===== src/design/hrhs_pkg.sv =====
package hrhs_pkg;

	// Line limit; the window spans two lines
	localparam int LINE_BYTES = 80;
	localparam logic [7:0] WINDOW = 8'(2 * LINE_BYTES);
	localparam logic [7:0] MAX_LINE = 8'(LINE_BYTES - 2);

	// Character codes
	localparam logic [7:0] CH_SPACE = 8'h20;
	localparam logic [7:0] CH_NL = 8'h0A;
	localparam logic [7:0] CH_CR = 8'h0D;
	localparam logic [7:0] CH_SLASH = 8'h2F;
	localparam logic [7:0] CH_COLON = 8'h3A;

	// Patterns over the recent bytes, newest byte lowest
	localparam logic [39:0] PAT_HTTP = 40'h2048545450;   // " HTTP" before '/'
	localparam logic [15:0] PAT_SCHEME = 16'h3A2F;       // ":/" before '/'
	localparam logic [31:0] PAT_HOST = 32'h686F7374;     // "host", lower case
	localparam logic [31:0] CASE_FOLD = 32'h20202020;

	typedef struct packed {
		logic [7:0] data_byte;
		logic       last_byte;
	} byte_item_t;

	typedef struct packed {
		logic       found;
		logic [7:0] host_start;
		logic [6:0] host_length;
	} host_info_t;

	// Parser match flags
	typedef struct packed {
		logic colon_ok;
		logic colon;
		logic slash;
		logic scheme;
		logic stop;
		logic begin_seen;
	} match_flags_t;

endpackage


===== src/design/hrhs_parser.sv =====
module hrhs_parser import hrhs_pkg::*; (
	input  logic       clk,
	input  logic       arst_n,
	input  logic       step,
	input  byte_item_t item,
	output host_info_t result
);

	typedef enum logic [2:0] {
		PH_PRE    = 3'd0,
		PH_TARGET = 3'd1,
		PH_WAIT   = 3'd2,
		PH_LINE2  = 3'd3,
		PH_DONE   = 3'd4
	} phase_t;

	phase_t       ph_q, ph_d;
	logic [7:0]   pos_q, pos_d;
	logic [39:0]  recent_q, recent_d;
	logic [7:0]   tb_q, tb_d;
	logic [7:0]   hb_q, hb_d;
	logic [7:0]   hs_q, hs_d;
	match_flags_t flags_q, flags_d;
	logic         sent_q, sent_d;

	logic [7:0] b;
	logic [7:0] h1, len1, stop1, len2, stop2;
	logic       ok1, ok2, host_hit;

	assign b = item.data_byte;

	// Line one end: h1 is the position of the space before "HTTP/"
	assign h1 = pos_q - 8'd5;
	assign len1 = h1 - tb_q - 8'd1;
	assign ok1 = (h1 > tb_q) && (len1 >= 8'd1) && (len1 <= MAX_LINE) && !flags_q.slash
		&& flags_q.begin_seen && (hb_q < h1);
	assign stop1 = flags_q.stop ? hs_q : h1;

	// Line two end on its newline
	assign len2 = pos_q - tb_q;
	assign ok2 = (len2 >= 8'd1) && (len2 <= MAX_LINE) && flags_q.colon_ok
		&& flags_q.begin_seen;
	assign stop2 = flags_q.stop ? hs_q : pos_q;
	assign host_hit = ((recent_q[31:0] | CASE_FOLD) == PAT_HOST);

	// Next state for one byte
	always_comb begin
		ph_d = ph_q;
		tb_d = tb_q;
		hb_d = hb_q;
		hs_d = hs_q;
		flags_d = flags_q;
		sent_d = sent_q;
		recent_d = recent_q;
		pos_d = (pos_q == 8'hFF) ? pos_q : pos_q + 8'd1;
		if (pos_q < WINDOW) begin
			recent_d = {recent_q[31:0], b};
			unique case (ph_q)
				PH_PRE: begin
					if (b == CH_SPACE) begin
						tb_d = pos_q;
						flags_d = '0;
						ph_d = PH_TARGET;
					end else if (b == CH_NL) begin
						ph_d = PH_LINE2;
						tb_d = pos_q + 8'd1;
						hb_d = '0;
						hs_d = '0;
						flags_d = '0;
						sent_d = 1'b0;
					end
				end
				PH_TARGET: begin
					if (b == CH_NL) begin
						ph_d = PH_LINE2;
						tb_d = pos_q + 8'd1;
						hb_d = '0;
						hs_d = '0;
						flags_d = '0;
						sent_d = 1'b0;
					end else if (recent_q == PAT_HTTP && b == CH_SLASH) begin
						ph_d = PH_WAIT;
						if (ok1) begin
							hs_d = stop1;
							sent_d = (stop1 > hb_q);
						end else begin
							sent_d = 1'b0;
						end
					end else begin
						// target scan
						if (pos_q == tb_q + 8'd1 && b == CH_SLASH)
							flags_d.slash = 1'b1;
						if (!flags_q.scheme && flags_q.begin_seen
							&& recent_q[15:0] == PAT_SCHEME && b == CH_SLASH) begin
							flags_d.scheme = 1'b1;
							flags_d.stop = 1'b0;
							hb_d = pos_q + 8'd1;
						end else if (!flags_q.begin_seen) begin
							if (b != CH_SPACE) begin
								flags_d.begin_seen = 1'b1;
								hb_d = pos_q;
								if (b == CH_SLASH) begin
									flags_d.stop = 1'b1;
									hs_d = pos_q;
								end
							end
						end else if (!flags_q.stop && (b == CH_SLASH || b == CH_SPACE)) begin
							flags_d.stop = 1'b1;
							hs_d = pos_q;
						end
					end
				end
				PH_WAIT: begin
					if (b == CH_NL) begin
						if (sent_q) begin
							ph_d = PH_DONE;
						end else begin
							ph_d = PH_LINE2;
							tb_d = pos_q + 8'd1;
							hb_d = '0;
							hs_d = '0;
							flags_d = '0;
							sent_d = 1'b0;
						end
					end
				end
				PH_LINE2: begin
					if (b == CH_NL) begin
						sent_d = 1'b0;
						if (ok2) begin
							hs_d = stop2;
							sent_d = (stop2 > hb_q);
						end
						ph_d = PH_DONE;
					end else if (!flags_q.colon) begin
						if (b == CH_COLON) begin
							flags_d.colon = 1'b1;
							if (len2 >= 8'd4 && host_hit)
								flags_d.colon_ok = 1'b1;
						end
					end else if (flags_q.colon_ok) begin
						if (!flags_q.begin_seen) begin
							if (b != CH_SPACE) begin
								flags_d.begin_seen = 1'b1;
								hb_d = pos_q;
								if (b == CH_CR) begin
									flags_d.stop = 1'b1;
									hs_d = pos_q;
								end
							end
						end else if (!flags_q.stop && (b == CH_SPACE || b == CH_CR)) begin
							flags_d.stop = 1'b1;
							hs_d = pos_q;
						end
					end
				end
				PH_DONE: begin
				end
				default: begin
				end
			endcase
		end
	end

	// Result as the state stands after this byte
	always_comb begin
		result = '0;
		if (ph_d == PH_DONE && sent_d && hs_d > hb_d) begin
			result.found = 1'b1;
			result.host_start = hb_d;
			result.host_length = 7'(hs_d - hb_d);
		end
	end

	// State registers; the last byte re-arms the parser
	always_ff @(posedge clk or negedge arst_n) begin
		if (!arst_n) begin
			ph_q <= PH_PRE;
			pos_q <= '0;
			recent_q <= '0;
			tb_q <= '0;
			hb_q <= '0;
			hs_q <= '0;
			flags_q <= '0;
			sent_q <= 1'b0;
		end else if (step) begin
			if (item.last_byte) begin
				ph_q <= PH_PRE;
				pos_q <= '0;
				recent_q <= '0;
				tb_q <= '0;
				hb_q <= '0;
				hs_q <= '0;
				flags_q <= '0;
				sent_q <= 1'b0;
			end else begin
				ph_q <= ph_d;
				pos_q <= pos_d;
				recent_q <= recent_d;
				tb_q <= tb_d;
				hb_q <= hb_d;
				hs_q <= hs_d;
				flags_q <= flags_d;
				sent_q <= sent_d;
			end
		end
	end

	// Leaving the first phase takes at least one byte
	a_phase_needs_byte: assert property (@(posedge clk) disable iff (!arst_n)
		(ph_q != PH_PRE) |-> (pos_q != 8'd0))
		else $error("parser left its first phase without a byte");
	a_rearm: assert property (@(posedge clk) disable iff (!arst_n)
		(step && item.last_byte) |=> (ph_q == PH_PRE && pos_q == 8'd0))
		else $error("parser did not re-arm after last byte");
	a_scheme_needs_begin: assert property (@(posedge clk) disable iff (!arst_n)
		flags_q.scheme |-> flags_q.begin_seen)
		else $error("scheme seen before target begin");

endmodule


===== src/design/http_request_host_sniffer.sv =====
// A byte is registered in the input stage on acceptance and parsed when it
// advances; a request's result is registered as its last byte advances.
// Throughput: one byte per cycle; a last byte waits only while the previous
// result is held by a stalled receiver.
// Reset (arst_n low) clears the pipeline valids and all parser state; the
// parser also re-arms itself after every byte marked last.
module http_request_host_sniffer import hrhs_pkg::*; (
	input  logic       clk,
	input  logic       arst_n,
	input  logic       byte_valid,
	output logic       byte_stall,
	input  byte_item_t byte_item,
	output logic       host_valid,
	input  logic       host_stall,
	output host_info_t host_info
);

	logic       valid_s1;
	byte_item_t item_s1;
	logic       adv;
	logic       accept;
	host_info_t result;
	logic       valid_q;
	host_info_t info_q;

	// Parse a byte unless it is the last one and the result slot is blocked
	assign adv = valid_s1 && (!item_s1.last_byte || !valid_q || !host_stall);
	assign byte_stall = valid_s1 && !adv;
	assign accept = byte_valid && !byte_stall;

	hrhs_parser u_parser (
		.clk    (clk),
		.arst_n (arst_n),
		.step   (adv),
		.item   (item_s1),
		.result (result)
	);

	// Input stage
	always_ff @(posedge clk or negedge arst_n) begin
		if (!arst_n) begin
			valid_s1 <= 1'b0;
		end else if (accept) begin
			valid_s1 <= 1'b1;
		end else if (adv) begin
			valid_s1 <= 1'b0;
		end
	end

	always_ff @(posedge clk) begin
		if (accept) begin
			item_s1 <= byte_item;
		end
	end

	// Result register
	always_ff @(posedge clk or negedge arst_n) begin
		if (!arst_n) begin
			valid_q <= 1'b0;
		end else if (adv && item_s1.last_byte) begin
			valid_q <= 1'b1;
		end else if (!host_stall) begin
			valid_q <= 1'b0;
		end
	end

	always_ff @(posedge clk) begin
		if (adv && item_s1.last_byte) begin
			info_q <= result;
		end
	end

	assign host_valid = valid_q;
	assign host_info = info_q;

	a_empty_miss: assert property (@(posedge clk) disable iff (!arst_n)
		(valid_q && !info_q.found) |-> (info_q.host_start == 8'd0 && info_q.host_length == 7'd0))
		else $error("miss transaction carries host bounds");
	a_found_len: assert property (@(posedge clk) disable iff (!arst_n)
		(valid_q && info_q.found) |-> (info_q.host_length != 7'd0))
		else $error("found transaction with empty host");
	a_stall_holds: assert property (@(posedge clk) disable iff (!arst_n)
		byte_stall |-> (valid_s1 && item_s1.last_byte && valid_q && host_stall))
		else $error("input stalled without a blocked result");
	a_result_out: assert property (@(posedge clk) disable iff (!arst_n)
		(adv && item_s1.last_byte) |=> valid_q)
		else $error("last byte produced no result transaction");

endmodule

===== config.mk =====
export PLATFORM = sky130hd
export DESIGN_NAME = http_request_host_sniffer
export DESIGN_NICKNAME = d
export VERILOG_FILES = /design/src/design/hrhs_pkg.sv /design/src/design/hrhs_parser.sv /design/src/design/http_request_host_sniffer.sv
export SDC_FILE = /design/constraint.sdc
export NUM_CORES = 1
export LEC_CHECK = 0
export BUFFER_PORTS_ARGS = -buffer_cell sky130_fd_sc_hd__clkbuf_2
export CORE_UTILIZATION = 32
export DETAILED_ROUTE_END_ITERATION = 6
export HOLD_SLACK_MARGIN = 0.08
export PLACE_DENSITY = 0.5
export SLEW_MARGIN = 20
export SYNTH_ARGS = -nofsm -noshare
export SYNTH_HDL_FRONTEND = slang
export SYNTH_SLANG_ARGS = --single-unit
export TNS_END_PERCENT = 20

===== constraint.sdc =====
create_clock -name clk -period 17.2 [get_ports clk]
set_input_delay 3.44 -clock clk [delete_from_list [all_inputs] [get_ports clk]]
set_output_delay 3.44 -clock clk [all_outputs]
set_load 0.01 [all_outputs]

* Word level (Yosys, flattened, before mapping) *
Index checks and enable logic that the tools add are counted.

operators by class
  multiplexer cells = 111
  add/subtract/negate cells = 7
  magnitude comparators = 11
  reduce and logical (&&, ||, !) cells = 48
  shift operators = 0
  multipliers = 0
  div/mod/pow operators = 0
  equality and inequality tests = 37
  bitwise logic cells = 0

operators by type and width
  operator                                                        count
  2-to-1 mux 8 bit                                                46
  2-to-1 mux 40 bit                                               2
  case mux 8 bit (4 select lines)                                 2
  equality test 40 x 38 -> 1 bit, second input constant           1
  2-to-1 mux 6 bit                                                6
  greater-than comparator 8 bit                                   4
  equality test 28 x 27 -> 1 bit, second input constant           1
  2-to-1 mux 1 bit                                                28
  2-to-1 mux 3 bit                                                9
  equality test 8 x 6 -> 1 bit, second input constant             3
  case mux 8 bit (3 select lines)                                 1
  AND reduction 8 bit                                             3
  logical AND 1 bit                                               22
  AND reduction 11 bit                                            2
  != test 4 x 2 -> 1 bit, second input constant                   5
  2-to-1 mux 2 bit                                                9
  != test 3 x 2 -> 1 bit, second input constant                   6
  adder 8 x 1 -> 8 bit, second input constant                     2
  equality test 16 x 14 -> 1 bit, second input constant           1
  equality test 8 x 4 -> 1 bit, second input constant             2
  >= comparator 8 x 1 -> 1 bit, second input constant             2
  less-or-equal comparator 8 x 7 -> 1 bit, second input constant  2
  2-to-1 mux 16 bit                                               1
  case mux 2 bit (4 select lines)                                 2
  other kinds (32)                                                52

word-level totals
  bits of input ports = 13
  word-level logic and storage cells = 234
  bits in registers = 109
  ROM bits = 0
  output and inout port bits = 18
  memories kept = 0
  bits in writable memories = 0
  latch bits = 0

* Longest topological paths before layout *
Gate-level depths: netlist (run 1).

  depth after elaboration = 17
  depth in mapped cells = 28
  mapped depth without buffers = 25

* By module *
A second synthesis (run 1) with hierarchy kept.

unflattened totals
  cells, all modules = 1012
  area, all modules = 8607.0 um2

modules (own cells, without submodules)
  module                     sequential area each (um2)  cells each  area each (um2)  times used
  hrhs_parser                2052.0                      975         7757.4           1
  http_request_host_sniffer  800.8                       37          849.6            1

* Worst setup path before layout (run 1) *
OpenSTA, ideal clock, no wires.

  path kind = input-to-output
  start point = input host_stall
  end point = output byte_stall
  slack = 10.093 ns
  stages = 2
  data required time = 13.760 ns
  path buffers = 0
  data arrival time = 3.667 ns
  cell sequence = nand4_1 inv_1

between the ends
  word-level cells in the longest chain between the ends = 5

ends and longest elaborated chain
  element            line                             source
  start, declared    http_request_host_sniffer.sv:14  input logic host_stall,
  logical NOT 1 bit  n/a
  logical OR 1 bit   http_request_host_sniffer.sv:27  assign adv = valid_s1 && (!item_s1.last_byte || !valid_q || !host_stall);
  logical AND 1 bit  http_request_host_sniffer.sv:27
  logical NOT 1 bit  http_request_host_sniffer.sv:28  assign byte_stall = valid_s1 && !adv;
  logical AND 1 bit  http_request_host_sniffer.sv:28
  end, declared      http_request_host_sniffer.sv:11  output logic byte_stall,

No other way between the ends.

* Final worst setup path (run 1) *
Ends and elaborated chain as after synthesis.

==> impl_results.md, run 1 <==
- Share of cells above drive strength 1: 9.71%
- Antenna Cells: 0
- Via density: ~6
- # nets final: 1,081
- Fin Hold WS: 0.524 ns
- Top delay family on crit path: buffers and inverters
- Post-synth EDFFs: 25
- Violated checks: DRC
- Die Area: 28,400 µm²
- Crit. End Element: primary output
- Flop and latch count out of synthesis: 109
- Die Width: 169 µm
- Period minus WS final: 7.39 ns
- CTS Buf Count: 9
- Largest net degree at the start of global routing: between 50 and 60
- IO Pins: 31
- CP startpoint kind: input pin
- Total power: ~0.00074 W
- Final period util: 42.9%
- Syn Area/Cell: 8.63 µm²
- Initial antenna violation count: 0
- Clock transition at the registers of the reported paths: 0.08 ns
- Slew @ Worst Pin: 0.939 ns
- Starting Density: 32.8%
- Setup_tns: 0 ns
- Residual DRC: 3
- YS warnings: 0
- Initial DRC count: 754
- Status: finished, violations left
- Slew margin rel.: between 30% and 40%
- PortBufs: 30
- RSZ-0062 raised after global routing: false
- Hold_buf cts: 0
- # Post-CTS Setup Buffers: 0
- Required time of the critical path: between 10 and 15 ns
- Cell Area, Synth: 8880 µm²
- Core ar.: 27,100 µm²
- Synth cell types: 91
- Number of fill cells in the layout: about 2,800
- Buffer and inverter count on the worst path: 3
- CP max FO: 3
- Max Fclk: roughly 140 MHz
- Power Density: 77.2 nW/µm²
- Final Util: 35.5%
- Storage element area: 2850 µm²
- CP Class: input pin to primary output
- Via count of the first global-routing pass: 7,881
- Cell breakdown of the critical path: clkbuf_2, nand4_1, inv_1, clkbuf_2
- Post-DP HPWL: 21,600 µm
- GRT overflow: 0
- Worst skew pair latency: 0.37 ns
- Syn Inst Count: slightly above 1,000
- Routability cong.: 0.898
- Area growth syn-to-layout: 8.50%
- H-Tree Depth: 3
- Synth area leader: dfrtp_1
- Clock sink count: about 110
- Slowest cell on crit path: nand4_1
- Worst endpoint data arrival time: 3.95 ns
- Routed wire per std cell: 21.1 µm
- Clock Path Buffers: 2
- CTS resizes: 0
- CTS tree: done
- CTS root buffer: clkbuf_16
- ANT nets after route: 0
- Net Count, Synth: 1,095
- Row cnt: 60
- Post-synth ARST share: ~77%
- VDD IR max: 0.0000432 V
- Sequential-to-total area share from yosys stat: 32.1%
- MaxCap Viol Count: 0
- TritonRoute pass-1 iters: 7
- Synth top area share: 23.7%
- Area occupied by multi-input gates: 5580 µm²
- Clk_skew: 0.0114 ns
- Global Route Usage Sum: between 20% and 30%
- First-pass GRT wire length: 46,600 µm
- Vias: slightly above 8,000
- Final setup viols: 0
- Ys flop type: dfrtp_1
- Leak: ~3.7 nW
- Area contributors post-synth: dfrtp_1 24%, edfxtp_1 8.5%, ha_1 7.0%, a21oi_1 5.2%, a22o_1 4.8%
- Max Slew Vio Count: 0
- Final wirelength: 29,300 µm
- Leading cell type in the layout, fill and taps excluded: a21oi_1
- Largest stage delay on the critical path: 0.14 ns
- Worst Hold Class: flop to flop
- Cell mode on critical path: clkbuf_2
- Final hold vios: 0
- Die height: ~170 µm
- Highest-count cells in the layout ignoring fill and taps: 92 x a21oi_1, 84 x dfrtp_1, 74 x nand2_1
path summary, 6_finish.rpt:
path | cells after the start | slack, ns | from | end
worst min-delay path | 2 | 0.52 | u_parser.tb_q[1] | u_parser.tb_q[1]
min in group asynchronous | 1 | 3.01 | arst_n | u_parser.recent_q[12]
worst max-delay path | 4 | 9.81 | host_stall | byte_stall
worst max register to register | 25 | 10.23 | u_parser.pos_q[0] | host_info[4]
worst min register to register | 2 | 0.52 | u_parser.tb_q[1] | u_parser.tb_q[1]
max in group asynchronous | 2 | 13.16 | arst_n | u_parser.hs_q[0]
cells by family (layout without fill, tap and decap cells):
family / Yosys count / in the layout / synth area share (%)
and+or+nand+nor: 335 / 335 / 20.3
DFF: 109 / 109 / 32.1
adders and majority gates: 53 / 53 / 7.72
buffers and inverters: 111 / 102 / 5.04
xor gates and xnor gates: 31 / 31 / 3.14
muxes: 26 / 26 / 3.26
AOI/OAI and AO/OA: 364 / 364 / 28.4
tightest hold or removal path, cell delays in order, from the launching register on:
cell and delay [ns]:
dfrtp_1 0.38, nand2_1 0.06, o31ai_1 0.06
through the flow:
stage,area [µm²],std cells,setup WS (ns)
final,9630,1392,9.81
after global routing,9630,1392,9.66
after CTS,9630,1392,9.79
after detailed placement,9310,1376,9.80
after global placement,9310,1376,9.85
after floorplan,8880,1029,10.09
flip-flops by register name, indices dropped and copies added, names as in the netlist:
signal,flops
host_info,16
host_valid,1
item_s1,9
u_parser.flags_q,6
u_parser.hb_q,8
u_parser.hs_q,8
u_parser.ph_q,3
u_parser.pos_q,8
u_parser.recent_q,40
u_parser.sent_q,1
u_parser.tb_q,8
valid_s1,1
layer usage:
metal	up-vias	global-route usage (%)	share of wire, %
met1	4016	30.0	47
met2	285	32.3	44
met5	-	0	0
met4	0	6.01	2.0
met3	44	4.19	7.3
li1	3899	-	-
cell usage after synthesis, drive strengths merged (12+ instances only):
cell and count:
nand3 20, edfxtp 25, nand4 25, buf 16
inv 44, nor4 16, nand2 75, o21ai 61
xnor2 22, o221ai 12, a21o 15, o21a 12
mux2i 16, clkbuf 51, dfrtp 84, o31ai 15
nor3 40, o22ai 15, a22o 50, ha 50
nor2 74, a21oi 95
power by group:
group	internal, W	switching, W
clock network	0.000119	0.000106
logic	0.0000797	0.000129
registers	0.000280	0.0000314
total	0.000478	0.000265
final cells by class:
type / count / share of cell area, %
multi-input cells: 809 / 58.0
flip-flops and latches: 109 / 29.6
well taps: 372 / 4.83
clock buffers: 12 / 2.88
repair buffers: 42 / 2.52
inverters: 44 / 1.71
clock inverters: 4 / 0.468
Power figures use the tool's default switching activity.
==> inputs of run 2 (changes only) <==
==> constraint.sdc (replaced) <==
create_clock -name clk -period 6.9 [get_ports clk]
set_input_delay 1.38 -clock clk [delete_from_list [all_inputs] [get_ports clk]]
set_output_delay 1.38 -clock clk [all_outputs]
set_load 0.01 [all_outputs]
==> impl_results.md, run 2 (synthesis gave the netlist of run 1 again) <==
- Clock transition at the registers of the reported paths: 0.08 ns
- Via density: 5.98
- CP startpoint kind: flop
- Fin Hold WS: 0.517 ns
- TritonRoute pass-1 iters: 5
- Clock Path Buffers: 2
- Worst skew pair latency: 0.37 ns
- GRT overflow: 0
- Design area: between 9000 and 10,000 µm²
- Worst Hold Class: flop to flop
- Die Width: 169 µm
- Crit. End Element: flop
- CTS Buf Count: 9
- Busiest layer in global routing: met2
- Max Slew Vio Count: 0
- Met3 GRT Util: around 3.8%
- # nets final: 1,089
- Period minus WS final: just over 6 ns
- Starting Density: between 30% and 40%
- Total power: 0.00183 W
- H-Tree Depth: 3
- Final setup viols: 0
- Worst endpoint data arrival time: ~6.2 ns
- Die Area: between 20,000 and 30,000 µm²
- Placed inst area: roughly 9400 µm²
- Vias: 8,369
- CTS tree: done
- VDD IR max: 0.000146 V
- Row cnt: 60
- Largest stage delay on the critical path: 0.48 ns
- Share of cells above drive strength 1: 10.3%
- Residual DRC: 0
- Area growth syn-to-layout: 9.09%
- Max Fclk: 165 MHz
- Top delay family on crit path: compound AO/OA/AOI/OAI gates
- Global Route Usage Sum: 21.7%
- Final period util: 87.9%
- Cell mode on critical path: a21o_1
- Setup_tns: 0 ns
- Leak: 3.77 nW
- Clk_skew: between 0.01 and 0.015 ns
- Final wirelength: 29,800 µm
- Routability cong.: between 0.9 and 1
- Status: finished, final reports clean
- Highest-count cells in the layout ignoring fill and taps: 92 x a21oi_1, 84 x dfrtp_1, 74 x nand2_1
- CP Class: flop to flop
- Post-DP HPWL: 22,200 µm
- CTS root buffer: clkbuf_16
- PortBufs: 30
- Via count of the first global-routing pass: 8,158
- Clock sink count: 109
- Final hold vios: 0
- Slowest cell on crit path: dfrtp_1
- Initial antenna violation count: 0
- ANT nets after route: 0
- Required time of the critical path: 6.98 ns
- Largest Register: u_parser.recent_q
- Largest net degree at the start of global routing: 54
- Buffer and inverter count on the worst path: 4
- First-pass GRT wire length: 47,500 µm
- GRT met1 Usage: 30.1%
- Power Density: 189 nW/µm²
- Core ar.: 27,100 µm²
- Routed wire per std cell: 21.3 µm
- Max reg flops: 40
- Slew margin rel.: 38.6%
- M2 GR Usage: between 30% and 40%
- IO Pins: 31
- Slew @ Worst Pin: roughly 0.9 ns
- RSZ-0062 raised after global routing: false
- MaxCap Viol Count: 0
- Final Util: 35.7%
- Leading cell type in the layout, fill and taps excluded: a21oi_1
- Antenna Cells: 0
- Initial DRC count: 704
- CP max FO: 16
- Die height: roughly 170 µm
==> run 2: changes by cell type in the layout (fill, tap and decap cells not counted), sizes merged <==
cell / before / now
clkbuf: 41 / 39
buf: 13 / 21
clkinv: 1 / 2
==> run 2: power by group <==
group / switching, W / internal [W] / total, W
clock network: 0.000263 / 0.000274 / 0.000537
registers: 0.0000670 / 0.000697 / 0.000764
logic: 0.000329 / 0.000203 / 0.000532
total: 0.000658 / 0.00117 / 0.00183
==> run 2: final timing paths <==
path,slack [ns],cells after the start,endpoint,from
hold reg to reg,0.52,1,u_parser.recent_q[23],u_parser.recent_q[15]
setup / recovery,0.84,25,host_info[14],u_parser.pos_q[1]
setup reg to reg,0.84,25,host_info[14],u_parser.pos_q[1]
min in group asynchronous,0.93,1,u_parser.recent_q[31],arst_n
max in group asynchronous,4.89,2,host_valid,arst_n
hold / removal,0.52,1,u_parser.recent_q[23],u_parser.recent_q[15]
==> run 2: stage by stage <==
| stage | cells | setup WS (ns) |
|---|---|---|
| after floorplan | 1029 | 1.29 |
| after global placement | 1383 | 0.817 |
| after detailed placement | 1383 | 0.711 |
| after CTS | 1398 | 0.689 |
| after global routing | 1399 | 0.290 |
| final | 1399 | 0.835 |
==> run 2: worst register-to-register path, delay by kind of cell, from the launching register on <==
family          cells  cell delay [ns]
simple gates        5             0.90
compound gates     10             2.06
buf+inv             4             0.52
xor+xnor            2             0.44
flops               1             0.48
mux                 1             0.41
fa+ha+maj           3             0.98
==> run 2: timing repair <==
action,in CTS,in global routing
hold buffers,0,0
resized for setup,0,0
setup buffers,0,1
endpoints found under the setup margin,0,3
==> run 2: area by class of cell <==
class	instances	area, µm²
fill	2856	17400
multi-input combinational	809	5580
sequential	109	2850
tap	372	465
timing repair buffer	50	315
clock buffer	10	250
inverter	44	165
clock inverter	5	52.6
==> run 2: per-layer routing <==
layer / wire length (µm) / share of wire [%] / vias to the layer above
met1: 13500 / 45 / 4121
met3: 2160 / 7.2 / 47
met4: 782 / 2.6 / 0
li1: - / - / 3903
met2: 13400 / 45 / 298
met5: 0 / 0 / -
